## config.mk

```make
export PLATFORM = sky130hd
export DESIGN_NAME = fuzzy_subsequence_scorer_unit_flat
export DESIGN_NICKNAME = d
export VERILOG_FILES = /design/src/hdl/fsc_pkg.sv /design/src/hdl/fsc_ifs.sv /design/src/hdl/fuzzy_subsequence_scorer_unit.sv /design/src/hdl/fsc_cfg_regs.sv /design/src/hdl/fsc_in_stage.sv /design/src/hdl/fsc_score_core.sv /design/src/flat_wrapper.sv
export SDC_FILE = /design/constraint.sdc
export NUM_CORES = 1
export LEC_CHECK = 0
export ABC_AREA = 0
export BUFFER_PORTS_ARGS = -buffer_cell sky130_fd_sc_hd__buf_2
export CAP_MARGIN = 30
export CORE_MARGIN = 1
export CORE_UTILIZATION = 55
export CTS_BUF_LIST = sky130_fd_sc_hd__clkbuf_8
export CTS_CLUSTER_DIAMETER = 100
export CTS_CLUSTER_SIZE = 25
export DETAILED_ROUTE_END_ITERATION = 8
export GPL_TIMING_DRIVEN = 0
export HOLD_SLACK_MARGIN = 0.03
export PLACE_DENSITY = 0.81
export SYNTH_ARGS = -nofsm -noshare
export SYNTH_HDL_FRONTEND = slang
export SYNTH_SLANG_ARGS = --single-unit
```

## constraint.sdc

```tcl
create_clock -name clk -period 7.7 [get_ports clk]
set_clock_uncertainty 0.05 [all_clocks]
set_input_delay 1.54 -clock clk [delete_from_list [all_inputs] [get_ports clk]]
set_output_delay 1.54 -clock clk [all_outputs]
set_load 0.01 [all_outputs]
```

## src/hdl/fsc_pkg.sv

```systemverilog
`timescale 1ns / 1ps

package fsc_pkg;

    localparam int MAX_QUERY_LEN_DEF = 32;

    localparam int CFG_IDX_W  = 3;
    localparam int CFG_DATA_W = 64;
    localparam int QLEN_W     = 6;
    localparam int SCORE_W    = 10;
    localparam int COUNT_W    = 6;
    localparam int POS_W      = 4;

    // register indexes on the configuration port
    localparam logic [CFG_IDX_W-1:0] CFG_QUERY_LENGTH = 3'd0;
    localparam logic [CFG_IDX_W-1:0] CFG_QUERY_WORD_0 = 3'd1;

    localparam logic [SCORE_W-1:0] SCORE_START = 10'd100;
    localparam logic [SCORE_W-1:0] BONUS_SEQ   = 10'd15;
    localparam logic [SCORE_W-1:0] BONUS_SEP   = 10'd10;
    localparam logic [SCORE_W-1:0] BONUS_CAMEL = 10'd10;
    localparam logic [SCORE_W-1:0] BONUS_FIRST = 10'd15;
    localparam logic [COUNT_W-1:0] LEN_CAP     = 6'd50;
    localparam logic [COUNT_W-1:0] POS_CAP     = 6'd10;

    typedef struct packed {
        logic [7:0] text_char;
        logic       no_char;
        logic       last_item;
    } text_item_t;

    function automatic logic is_upper(input logic [7:0] c);
        return (c >= 8'h41) && (c <= 8'h5A);
    endfunction

    function automatic logic is_lower(input logic [7:0] c);
        return (c >= 8'h61) && (c <= 8'h7A);
    endfunction

    function automatic logic [7:0] fold_char(input logic [7:0] c);
        return is_upper(c) ? (c + 8'h20) : c;
    endfunction

    function automatic logic is_sep(input logic [7:0] c);
        return (c == 8'h20) || (c == 8'h2F) || (c == 8'h5C) || (c == 8'h5F) ||
               (c == 8'h2D) || (c == 8'h2E) || (c == 8'h3A);
    endfunction

endpackage

```

## src/hdl/fsc_ifs.sv

```systemverilog
`timescale 1ns / 1ps

interface fsc_text_if;
    logic       valid;
    logic       ready;
    logic [7:0] text_char;
    logic       no_char;
    logic       last_item;

    modport source (output valid, output text_char, output no_char, output last_item,
                    input ready);
    modport sink (input valid, input text_char, input no_char, input last_item,
                  output ready);
endinterface

interface fsc_result_if;
    logic       valid;
    logic       ready;
    logic       matched;
    logic [9:0] score;

    modport source (output valid, output matched, output score, input ready);
    modport sink (input valid, input matched, input score, output ready);
endinterface

```

## src/hdl/fuzzy_subsequence_scorer_unit.sv

```systemverilog
`timescale 1ns / 1ps

// channel   dir  handshake      word
// text      in   valid/ready    text_char[7:0], no_char, last_item
// result    out  valid/ready    matched, score[9:0]
// cfg       in   cfg_write_en   cfg_index[2:0], cfg_data[63:0]
//
// one text word per cycle unless a last word waits behind a held result; a word is
// held in the input register, and the byte compare, bonus add and state update work from it
// the result register is loaded when its last word leaves the input register
// reset clears per-text state, the result valid flag and the query registers
// a last word waits in the input register only while an earlier result is held

module fuzzy_subsequence_scorer_unit #(
    parameter int MAX_QUERY_LEN = fsc_pkg::MAX_QUERY_LEN_DEF
) (
    input  logic                           clk,
    input  logic                           rst_n,
    input  logic                           cfg_write_en,
    input  logic [fsc_pkg::CFG_IDX_W-1:0]  cfg_index,
    input  logic [fsc_pkg::CFG_DATA_W-1:0] cfg_data,
    fsc_text_if.sink                       text,
    fsc_result_if.source                   result
);

    localparam int QIDX_W = $clog2(MAX_QUERY_LEN + 1);

    logic [QIDX_W-1:0]             qlen;
    logic [MAX_QUERY_LEN-1:0][7:0] query_bytes;
    logic                          item_valid;
    fsc_pkg::text_item_t           item;
    logic                          advance;

    fsc_cfg_regs #(
        .MAX_QUERY_LEN (MAX_QUERY_LEN),
        .QIDX_W        (QIDX_W)
    ) u_cfg (
        .clk          (clk),
        .rst_n        (rst_n),
        .cfg_write_en (cfg_write_en),
        .cfg_index    (cfg_index),
        .cfg_data     (cfg_data),
        .qlen         (qlen),
        .query_bytes  (query_bytes)
    );

    fsc_in_stage u_in (
        .clk        (clk),
        .rst_n      (rst_n),
        .text       (text),
        .advance    (advance),
        .item_valid (item_valid),
        .item       (item)
    );

    fsc_score_core #(
        .MAX_QUERY_LEN (MAX_QUERY_LEN),
        .QIDX_W        (QIDX_W)
    ) u_core (
        .clk         (clk),
        .rst_n       (rst_n),
        .qlen        (qlen),
        .query_bytes (query_bytes),
        .item_valid  (item_valid),
        .item        (item),
        .advance     (advance),
        .result      (result)
    );

endmodule

```

## src/hdl/fsc_cfg_regs.sv

```systemverilog
`timescale 1ns / 1ps

module fsc_cfg_regs #(
    parameter int MAX_QUERY_LEN = fsc_pkg::MAX_QUERY_LEN_DEF,
    parameter int QIDX_W        = $clog2(MAX_QUERY_LEN + 1)
) (
    input  logic                              clk,
    input  logic                              rst_n,
    input  logic                              cfg_write_en,
    input  logic [fsc_pkg::CFG_IDX_W-1:0]     cfg_index,
    input  logic [fsc_pkg::CFG_DATA_W-1:0]    cfg_data,
    output logic [QIDX_W-1:0]                 qlen,
    output logic [MAX_QUERY_LEN-1:0][7:0]     query_bytes
);

    logic [fsc_pkg::QLEN_W-1:0]          query_length_reg;
    logic [MAX_QUERY_LEN-1:0][7:0]       query_reg;

    always_ff @(posedge clk or negedge rst_n)
    begin
        if (!rst_n)
        begin
            query_length_reg <= '0;
            query_reg        <= '0;
        end
        else if (cfg_write_en)
        begin
            if (cfg_index == fsc_pkg::CFG_QUERY_LENGTH)
            begin
                query_length_reg <= cfg_data[fsc_pkg::QLEN_W-1:0];
            end
            // only the bytes that can ever be reached are kept
            for (int k = 0; k < MAX_QUERY_LEN; k++)
            begin
                if (cfg_index == fsc_pkg::CFG_IDX_W'(fsc_pkg::CFG_QUERY_WORD_0 + (k >> 3)))
                begin
                    query_reg[k] <= cfg_data[8 * (k & 7) +: 8];
                end
            end
        end
    end

    // lengths above the storage are clamped
    assign qlen = (query_length_reg > fsc_pkg::QLEN_W'(MAX_QUERY_LEN))
                ? QIDX_W'(MAX_QUERY_LEN) : QIDX_W'(query_length_reg);
    assign query_bytes = query_reg;

endmodule

```

## src/hdl/fsc_in_stage.sv

```systemverilog
`timescale 1ns / 1ps

module fsc_in_stage (
    input  logic                clk,
    input  logic                rst_n,
    fsc_text_if.sink            text,
    input  logic                advance,
    output logic                item_valid,
    output fsc_pkg::text_item_t item
);

    logic                valid_reg;
    fsc_pkg::text_item_t item_reg;
    logic                take;

    assign text.ready = !valid_reg || advance;
    assign take       = text.valid && text.ready;

    always_ff @(posedge clk or negedge rst_n)
    begin
        if (!rst_n)
        begin
            valid_reg <= 1'b0;
        end
        else if (take)
        begin
            valid_reg <= 1'b1;
        end
        else if (advance)
        begin
            valid_reg <= 1'b0;
        end
    end

    always_ff @(posedge clk)
    begin
        if (take)
        begin
            item_reg <= '{text_char: text.text_char, no_char: text.no_char,
                          last_item: text.last_item};
        end
    end

    assign item_valid = valid_reg;
    assign item       = item_reg;

endmodule

```

## src/hdl/fsc_score_core.sv

```systemverilog
`timescale 1ns / 1ps

module fsc_score_core #(
    parameter int MAX_QUERY_LEN = fsc_pkg::MAX_QUERY_LEN_DEF,
    parameter int QIDX_W        = $clog2(MAX_QUERY_LEN + 1),
    parameter int SEL_W         = (MAX_QUERY_LEN > 1) ? $clog2(MAX_QUERY_LEN) : 1
) (
    input  logic                          clk,
    input  logic                          rst_n,
    input  logic [QIDX_W-1:0]             qlen,
    input  logic [MAX_QUERY_LEN-1:0][7:0] query_bytes,
    input  logic                          item_valid,
    input  fsc_pkg::text_item_t           item,
    output logic                          advance,
    fsc_result_if.source                  result
);

    logic [QIDX_W-1:0]                   query_index_reg, query_index_next;
    logic [fsc_pkg::COUNT_W-1:0]         text_count_reg, text_count_next;
    logic [fsc_pkg::POS_W-1:0]           first_pos_reg, first_pos_next;
    logic                                first_seen_reg, first_seen_next;
    logic [7:0]                          prev_char_reg, prev_char_next;
    logic                                prev_matched_reg, prev_matched_next;
    logic [fsc_pkg::SCORE_W-1:0]         running_score_reg, running_score_next;
    logic                                out_valid_reg, out_valid_next;
    logic                                matched_reg, matched_next;
    logic [fsc_pkg::SCORE_W-1:0]         score_reg, score_next;

    logic                                fire;
    logic                                active;
    logic                                hit;
    logic [7:0]                          qc;
    logic [fsc_pkg::SCORE_W-1:0]         bonus;

    // a last word waits only while the result register is still full
    assign advance = !item.last_item || !out_valid_reg || result.ready;
    assign fire    = item_valid && advance;

    assign qc     = query_bytes[query_index_reg[SEL_W-1:0]];
    assign active = !item.no_char && (query_index_reg < qlen);
    assign hit    = active && (fsc_pkg::fold_char(item.text_char) == fsc_pkg::fold_char(qc));

    always_comb
    begin
        bonus = '0;
        priority if (text_count_reg == '0)
        begin
            bonus = fsc_pkg::BONUS_FIRST;
        end
        else if (fsc_pkg::is_sep(prev_char_reg))
        begin
            bonus = fsc_pkg::BONUS_SEP;
        end
        else if (fsc_pkg::is_lower(prev_char_reg) && fsc_pkg::is_upper(item.text_char))
        begin
            bonus = fsc_pkg::BONUS_CAMEL;
        end
        else
        begin
            bonus = '0;
        end
        if (prev_matched_reg)
        begin
            bonus = bonus + fsc_pkg::BONUS_SEQ;
        end
    end

    always_comb
    begin
        query_index_next   = query_index_reg;
        text_count_next    = text_count_reg;
        first_pos_next     = first_pos_reg;
        first_seen_next    = first_seen_reg;
        prev_char_next     = prev_char_reg;
        prev_matched_next  = prev_matched_reg;
        running_score_next = running_score_reg;

        if (!item.no_char)
        begin
            prev_char_next = item.text_char;
            if (text_count_reg < fsc_pkg::LEN_CAP)
            begin
                text_count_next = text_count_reg + 1'b1;
            end
            if (active && !hit)
            begin
                prev_matched_next = 1'b0;
            end
            if (hit)
            begin
                prev_matched_next  = 1'b1;
                query_index_next   = query_index_reg + 1'b1;
                running_score_next = running_score_reg + bonus;
                if (!first_seen_reg)
                begin
                    first_seen_next = 1'b1;
                    first_pos_next  = (text_count_reg > fsc_pkg::POS_CAP)
                                    ? fsc_pkg::POS_W'(fsc_pkg::POS_CAP)
                                    : text_count_reg[fsc_pkg::POS_W-1:0];
                end
            end
        end
    end

    // result from the state as it stands after this word
    always_comb
    begin
        matched_next = 1'b0;
        score_next   = '0;
        priority if (qlen == '0)
        begin
            matched_next = 1'b1;
        end
        else if ((text_count_next == '0) || (query_index_next != qlen))
        begin
            matched_next = 1'b0;
        end
        else
        begin
            matched_next = 1'b1;
            score_next   = running_score_next
                         - fsc_pkg::SCORE_W'(first_pos_next)
                         - fsc_pkg::SCORE_W'(text_count_next);
        end
    end

    assign out_valid_next = (fire && item.last_item) ? 1'b1
                          : (result.ready ? 1'b0 : out_valid_reg);

    always_ff @(posedge clk or negedge rst_n)
    begin
        if (!rst_n)
        begin
            query_index_reg   <= '0;
            text_count_reg    <= '0;
            first_pos_reg     <= '0;
            first_seen_reg    <= 1'b0;
            prev_char_reg     <= '0;
            prev_matched_reg  <= 1'b0;
            running_score_reg <= fsc_pkg::SCORE_START;
            out_valid_reg     <= 1'b0;
        end
        else
        begin
            out_valid_reg <= out_valid_next;
            if (fire)
            begin
                if (item.last_item)
                begin
                    query_index_reg   <= '0;
                    text_count_reg    <= '0;
                    first_pos_reg     <= '0;
                    first_seen_reg    <= 1'b0;
                    prev_char_reg     <= '0;
                    prev_matched_reg  <= 1'b0;
                    running_score_reg <= fsc_pkg::SCORE_START;
                end
                else
                begin
                    query_index_reg   <= query_index_next;
                    text_count_reg    <= text_count_next;
                    first_pos_reg     <= first_pos_next;
                    first_seen_reg    <= first_seen_next;
                    prev_char_reg     <= prev_char_next;
                    prev_matched_reg  <= prev_matched_next;
                    running_score_reg <= running_score_next;
                end
            end
        end
    end

    always_ff @(posedge clk)
    begin
        if (fire && item.last_item)
        begin
            matched_reg <= matched_next;
            score_reg   <= score_next;
        end
    end

    assign result.valid   = out_valid_reg;
    assign result.matched = matched_reg;
    assign result.score   = score_reg;

endmodule

```

## src/flat_wrapper.sv

```systemverilog
// flat-port wrapper written by rule: the top's interface ports become plain ports
module fuzzy_subsequence_scorer_unit_flat 
#(
    parameter int MAX_QUERY_LEN = fsc_pkg::MAX_QUERY_LEN_DEF
)
  (clk, rst_n, cfg_write_en, cfg_index, cfg_data, text_valid, text_text_char, text_no_char, text_last_item, text_ready, result_valid, result_matched, result_score, result_ready);
  fsc_text_if text_i ();
  fsc_result_if result_i ();
  input  logic clk;
  input  logic rst_n;
  input  logic cfg_write_en;
  input  logic [fsc_pkg::CFG_IDX_W-1:0] cfg_index;
  input  logic [fsc_pkg::CFG_DATA_W-1:0] cfg_data;
  input wire logic [$bits(text_i.valid)-1:0] text_valid;
  input wire logic [$bits(text_i.text_char)-1:0] text_text_char;
  input wire logic [$bits(text_i.no_char)-1:0] text_no_char;
  input wire logic [$bits(text_i.last_item)-1:0] text_last_item;
  output wire logic [$bits(text_i.ready)-1:0] text_ready;
  output wire logic [$bits(result_i.valid)-1:0] result_valid;
  output wire logic [$bits(result_i.matched)-1:0] result_matched;
  output wire logic [$bits(result_i.score)-1:0] result_score;
  input wire logic [$bits(result_i.ready)-1:0] result_ready;
  assign text_i.valid = text_valid;
  assign text_i.text_char = text_text_char;
  assign text_i.no_char = text_no_char;
  assign text_i.last_item = text_last_item;
  assign text_ready = text_i.ready;
  assign result_valid = result_i.valid;
  assign result_matched = result_i.matched;
  assign result_score = result_i.score;
  assign result_i.ready = result_ready;
  fuzzy_subsequence_scorer_unit #(.MAX_QUERY_LEN(MAX_QUERY_LEN)) u_core (.clk(clk), .rst_n(rst_n), .cfg_write_en(cfg_write_en), .cfg_index(cfg_index), .cfg_data(cfg_data), .text(text_i), .result(result_i));
endmodule
```

==> run_summary.xml <==
<?xml version="1.0" encoding="UTF-8"?>
<metrics>
  <group name="outcome">
    <metric name="outcome" unit="">completed</metric>
  </group>
  <group name="worst_setup_path">
    <metric name="cp-start-kind" unit="">flop</metric>
    <metric name="worstPathRequired" unit="ps">8070</metric>
    <metric name="arrival" unit="ps">7900</metric>
    <metric name="crit_path_end_kind" unit="">flop</metric>
    <metric name="critical_path_peak_fanout" unit="">10</metric>
    <metric name="timing.setup.critical_path_class" unit="">reg -&gt; reg</metric>
  </group>
  <group name="power_and_ir_drop">
    <metric name="vdd_drop_max" unit="mV">0.183</metric>
    <metric name="power_leakage" unit="nW">7.15</metric>
    <metric name="power-per-cell-area" unit="mW/mm^2">218</metric>
  </group>
  <group name="logic_synthesis">
    <metric name="synth.distinct_cells" unit="">75</metric>
    <metric name="synth_area_per_inst" unit="sq um">12.9</metric>
    <metric name="largest_family_of_logic_cells_by_synthesized_area" unit="">multiplexers</metric>
    <metric name="synthAdderAreaFrac" unit="%">2.49</metric>
    <metric name="syn-cell-area" unit="sq mm">0.0161</metric>
    <metric name="synth_largest_type_area_fraction" unit="%">46.2</metric>
    <metric name="yosys_warnings" unit="">0</metric>
    <metric name="synth.top_cells.by_count" unit="">dfrtp_1, mux2_2, mux2i_1</metric>
    <metric name="synthMostInstantiatedCell" unit="">dfrtp_1</metric>
    <metric name="synthesized_area_fraction_occupied_by_ao_oa_aoi_and_oai_cells" unit="%">7.89</metric>
    <metric name="multiplexer_share_of_the_synthesized_area" unit="%">27.3</metric>
    <metric name="synthSimpleGateAreaFrac" unit="%">7.19</metric>
    <metric name="sequential_fraction_of_the_synthesis_area" unit="%">50.7</metric>
    <metric name="ys_top_cells_by_area" unit="">dfrtp_1, mux2_2, mux2i_1</metric>
    <metric name="post_syn_instances" unit="">1244</metric>
    <metric name="synth_edf_count" unit="">21</metric>
    <metric name="synthXorXnorAreaFrac" unit="%">1.58</metric>
    <metric name="postSynth.topFlopCell" unit="">dfrtp_1</metric>
    <metric name="postSynthRegisterBits" unit="">321</metric>
    <metric name="synthArstFlopShare" unit="%">93.5</metric>
    <metric name="synth.largest_area_cell" unit="">dfrtp_1</metric>
    <metric name="synth_fp_nets" unit="">1355</metric>
  </group>
  <group name="floorplan">
    <metric name="design.die.area" unit="sq mm">0.0299</metric>
    <metric name="die_height" unit="um">173</metric>
    <metric name="io_pins" unit="">95</metric>
    <metric name="initial_utilization" unit="%">56.0</metric>
    <metric name="fp.dieW" unit="um">173</metric>
    <metric name="std_cell_rows" unit="">62</metric>
    <metric name="floorplan.core_area" unit="sq mm">0.0287</metric>
  </group>
  <group name="timing">
    <metric name="hold_violations" unit="">0</metric>
    <metric name="worst_slew_margin_rel" unit="%">31.6</metric>
    <metric name="grt_setup_unrepaired" unit="">no</metric>
    <metric name="setup_violations" unit="">0</metric>
    <metric name="final_period_minus_worst_setup_slack" unit="ps">7530</metric>
    <metric name="max_clock_freq" unit="MHz">133</metric>
    <metric name="timing_worst_slew_pin_value" unit="ps">1030</metric>
    <metric name="post-route-period-util" unit="%">97.8</metric>
    <metric name="drv_slew" unit="">0</metric>
  </group>
  <group name="layout">
    <metric name="layout.core_utilization" unit="%">60.6</metric>
    <metric name="flip_flop_count_of_the_largest_register_all_copies_and_words_added" unit="">256</metric>
    <metric name="final_nets" unit="">1471</metric>
    <metric name="flow.area_growth_from_synthesis" unit="%">8.21</metric>
    <metric name="drive_gt1_share" unit="%">33.1</metric>
    <metric name="instances_no_fill" unit="">1747</metric>
    <metric name="seqCellArea" unit="sq mm">0.00814</metric>
    <metric name="multi_input_area" unit="sq mm">0.00747</metric>
    <metric name="fillCellCount" unit="">2299</metric>
  </group>
  <group name="grt">
    <metric name="global_route.overflow_total" unit="">0</metric>
    <metric name="track_usage" unit="%">26.8</metric>
    <metric name="grt_pass1_vias" unit="">11200</metric>
    <metric name="grt_antenna_before_repair" unit="">1</metric>
    <metric name="wire_length_of_the_first_global_routing_pass" unit="um">62100</metric>
    <metric name="grt_max_degree" unit="">112</metric>
  </group>
  <group name="routing">
    <metric name="final_antenna_net_count" unit="">0</metric>
    <metric name="routed_via_density" unit="">6.27</metric>
    <metric name="drtPass1Iterations" unit="">6</metric>
    <metric name="routed_wl" unit="um">40100</metric>
    <metric name="routed_wire_length_per_instance" unit="um">22.9</metric>
    <metric name="drc_errors" unit="">0</metric>
    <metric name="drt_iter0_markers" unit="">982</metric>
    <metric name="vias" unit="">11000</metric>
  </group>
  <group name="min_path">
    <metric name="worst_hold_path_type" unit="">reg -&gt; reg</metric>
  </group>
  <group name="clock_network">
    <metric name="root_buffer_selected_by_cts" unit="">clkbuf_8</metric>
    <metric name="clockBufferDepth" unit="">3</metric>
    <metric name="cts_max_level" unit="">1</metric>
    <metric name="clkLatencyLatePin" unit="ps">570</metric>
    <metric name="ctsHoldBuffers" unit="">0</metric>
    <metric name="tritoncts" unit="">yes</metric>
    <metric name="cts_resized" unit="">0</metric>
    <metric name="cts_setup_buffers" unit="">0</metric>
    <metric name="numClockSinks" unit="">321</metric>
    <metric name="cts_buffers" unit="">16</metric>
    <metric name="cts.clk_slew.worst_paths" unit="ps">150</metric>
  </group>
  <group name="placement">
    <metric name="gp_congestion" unit="">0.905</metric>
    <metric name="place_inst" unit="">1726</metric>
    <metric name="port_buffers" unit="">92</metric>
    <metric name="post-dp-hpwl" unit="um">28900</metric>
  </group>
  <group name="run">
    <metric name="max_cap_viol_count" unit="">0</metric>
  </group>
</metrics>
through the flow:
step | worst slack [ps] | power, mW | hold slack (ps) | cell area [sq um] | setup TNS (ps)
after global routing | 24.6 | 3.96 | 483 | 17400 | 0
after CTS | 293 | 3.79 | 468 | 17400 | 0
after detailed placement | 376 | 3.07 | 440 | 17100 | 0
final | 168 | 3.79 | 468 | 17400 | 0
after floorplan | 1700 | 2.80 | 413 | 16100 | 0
after global placement | -411 | 3.01 | 432 | 17000 | -111050
layer usage:
layer / routed length (um) / GRT usage [%] / vias up
met5: 0 / 0 / -
met4: 1680 / 10.7 / 0
met3: 2520 / 4.29 / 109
met2: 19600 / 45.5 / 417
met1: 16300 / 34.6 / 5643
li1: - / - / 4792
critical path, cell delays in order, from the launching register on:
cell,delay [ps]
dfrtp_1,550
buf_2,330
buf_1,660
mux4_2,420
mux2i_1,340
or2_2,190
nand4_1,250
ha_1,390
nand2_1,70
nand2_1,50
o21ai_0,120
o2111ai_2,180
nor4_4,630
nor2b_1,250
clkbuf_1,290
a21oi_1,190
fa_1,560
inv_1,40
ha_1,360
or4_1,550
o211ai_1,100
nor2_1,100
or4_1,520
a21oi_1,180
report_power, final:
part           leakage [nW]  internal [mW]  total, mW  switching [mW]
clock network         0.147          0.238      0.736           0.498
registers              3.86           2.02       2.21           0.185
logic                  3.15          0.457      0.842           0.385
total                  7.15           2.72       3.79            1.07
final cells by class:
cell class                      count  area share (%)
Multi-Input combinational cell    830            43.0
Tap cell                          384            2.76
Timing Repair Buffer               98            3.22
Antenna cell                        1          0.0144
Buffer                             69            2.15
Sequential cell                   321            46.8
Inverter                           24           0.518
Clock inverter                      3           0.216
Clock buffer                       17            1.35
cells by family after synthesis:
logic type                 after synthesis
adders and majority gates               29
DFF                                    321
xor gates and xnor gates                29
AOI/OAI and AO/OA                      183
buffers and inverters                   93
and+or+nand+nor                        218
muxes                                  371
cells in the final DEF (no fill, tap or decap), types with 26 or more instances in the layout:
cell and n:
inv_1 26, a21oi_1 31, mux2i_1 77, mux2_2 267
o21ai_0 45, nand2_1 66, dfrtp_1 297, mux4_2 27
clkbuf_1 46, nor2_1 39, buf_2 100
path summary, 6_finish.rpt:
kind,startpoint,endpoint,slack [ps],cells after the start
worst max-delay path,u_core.u_core.query_index_reg[1]$_DFFE_PN0P_,u_core.u_core.result.score[9]$_SDFFCE_PP0P_,170,23
worst min-delay path,u_core.u_core.running_score_reg[6]$_DFFE_PN1P_,u_core.u_core.running_score_reg[6]$_DFFE_PN1P_,470,2
worst max register to register,u_core.u_core.query_index_reg[1]$_DFFE_PN0P_,u_core.u_core.result.score[9]$_SDFFCE_PP0P_,170,23
worst min register to register,u_core.u_core.running_score_reg[6]$_DFFE_PN1P_,u_core.u_core.running_score_reg[6]$_DFFE_PN1P_,470,2
max in group asynchronous,rst_n,u_core.u_cfg.query_bytes[182]$_DFFE_PN0P_,5150,3
min in group asynchronous,rst_n,u_core.u_cfg.query_bytes[151]$_DFFE_PN0P_,980,1
Power figures use the tool's default switching activity.
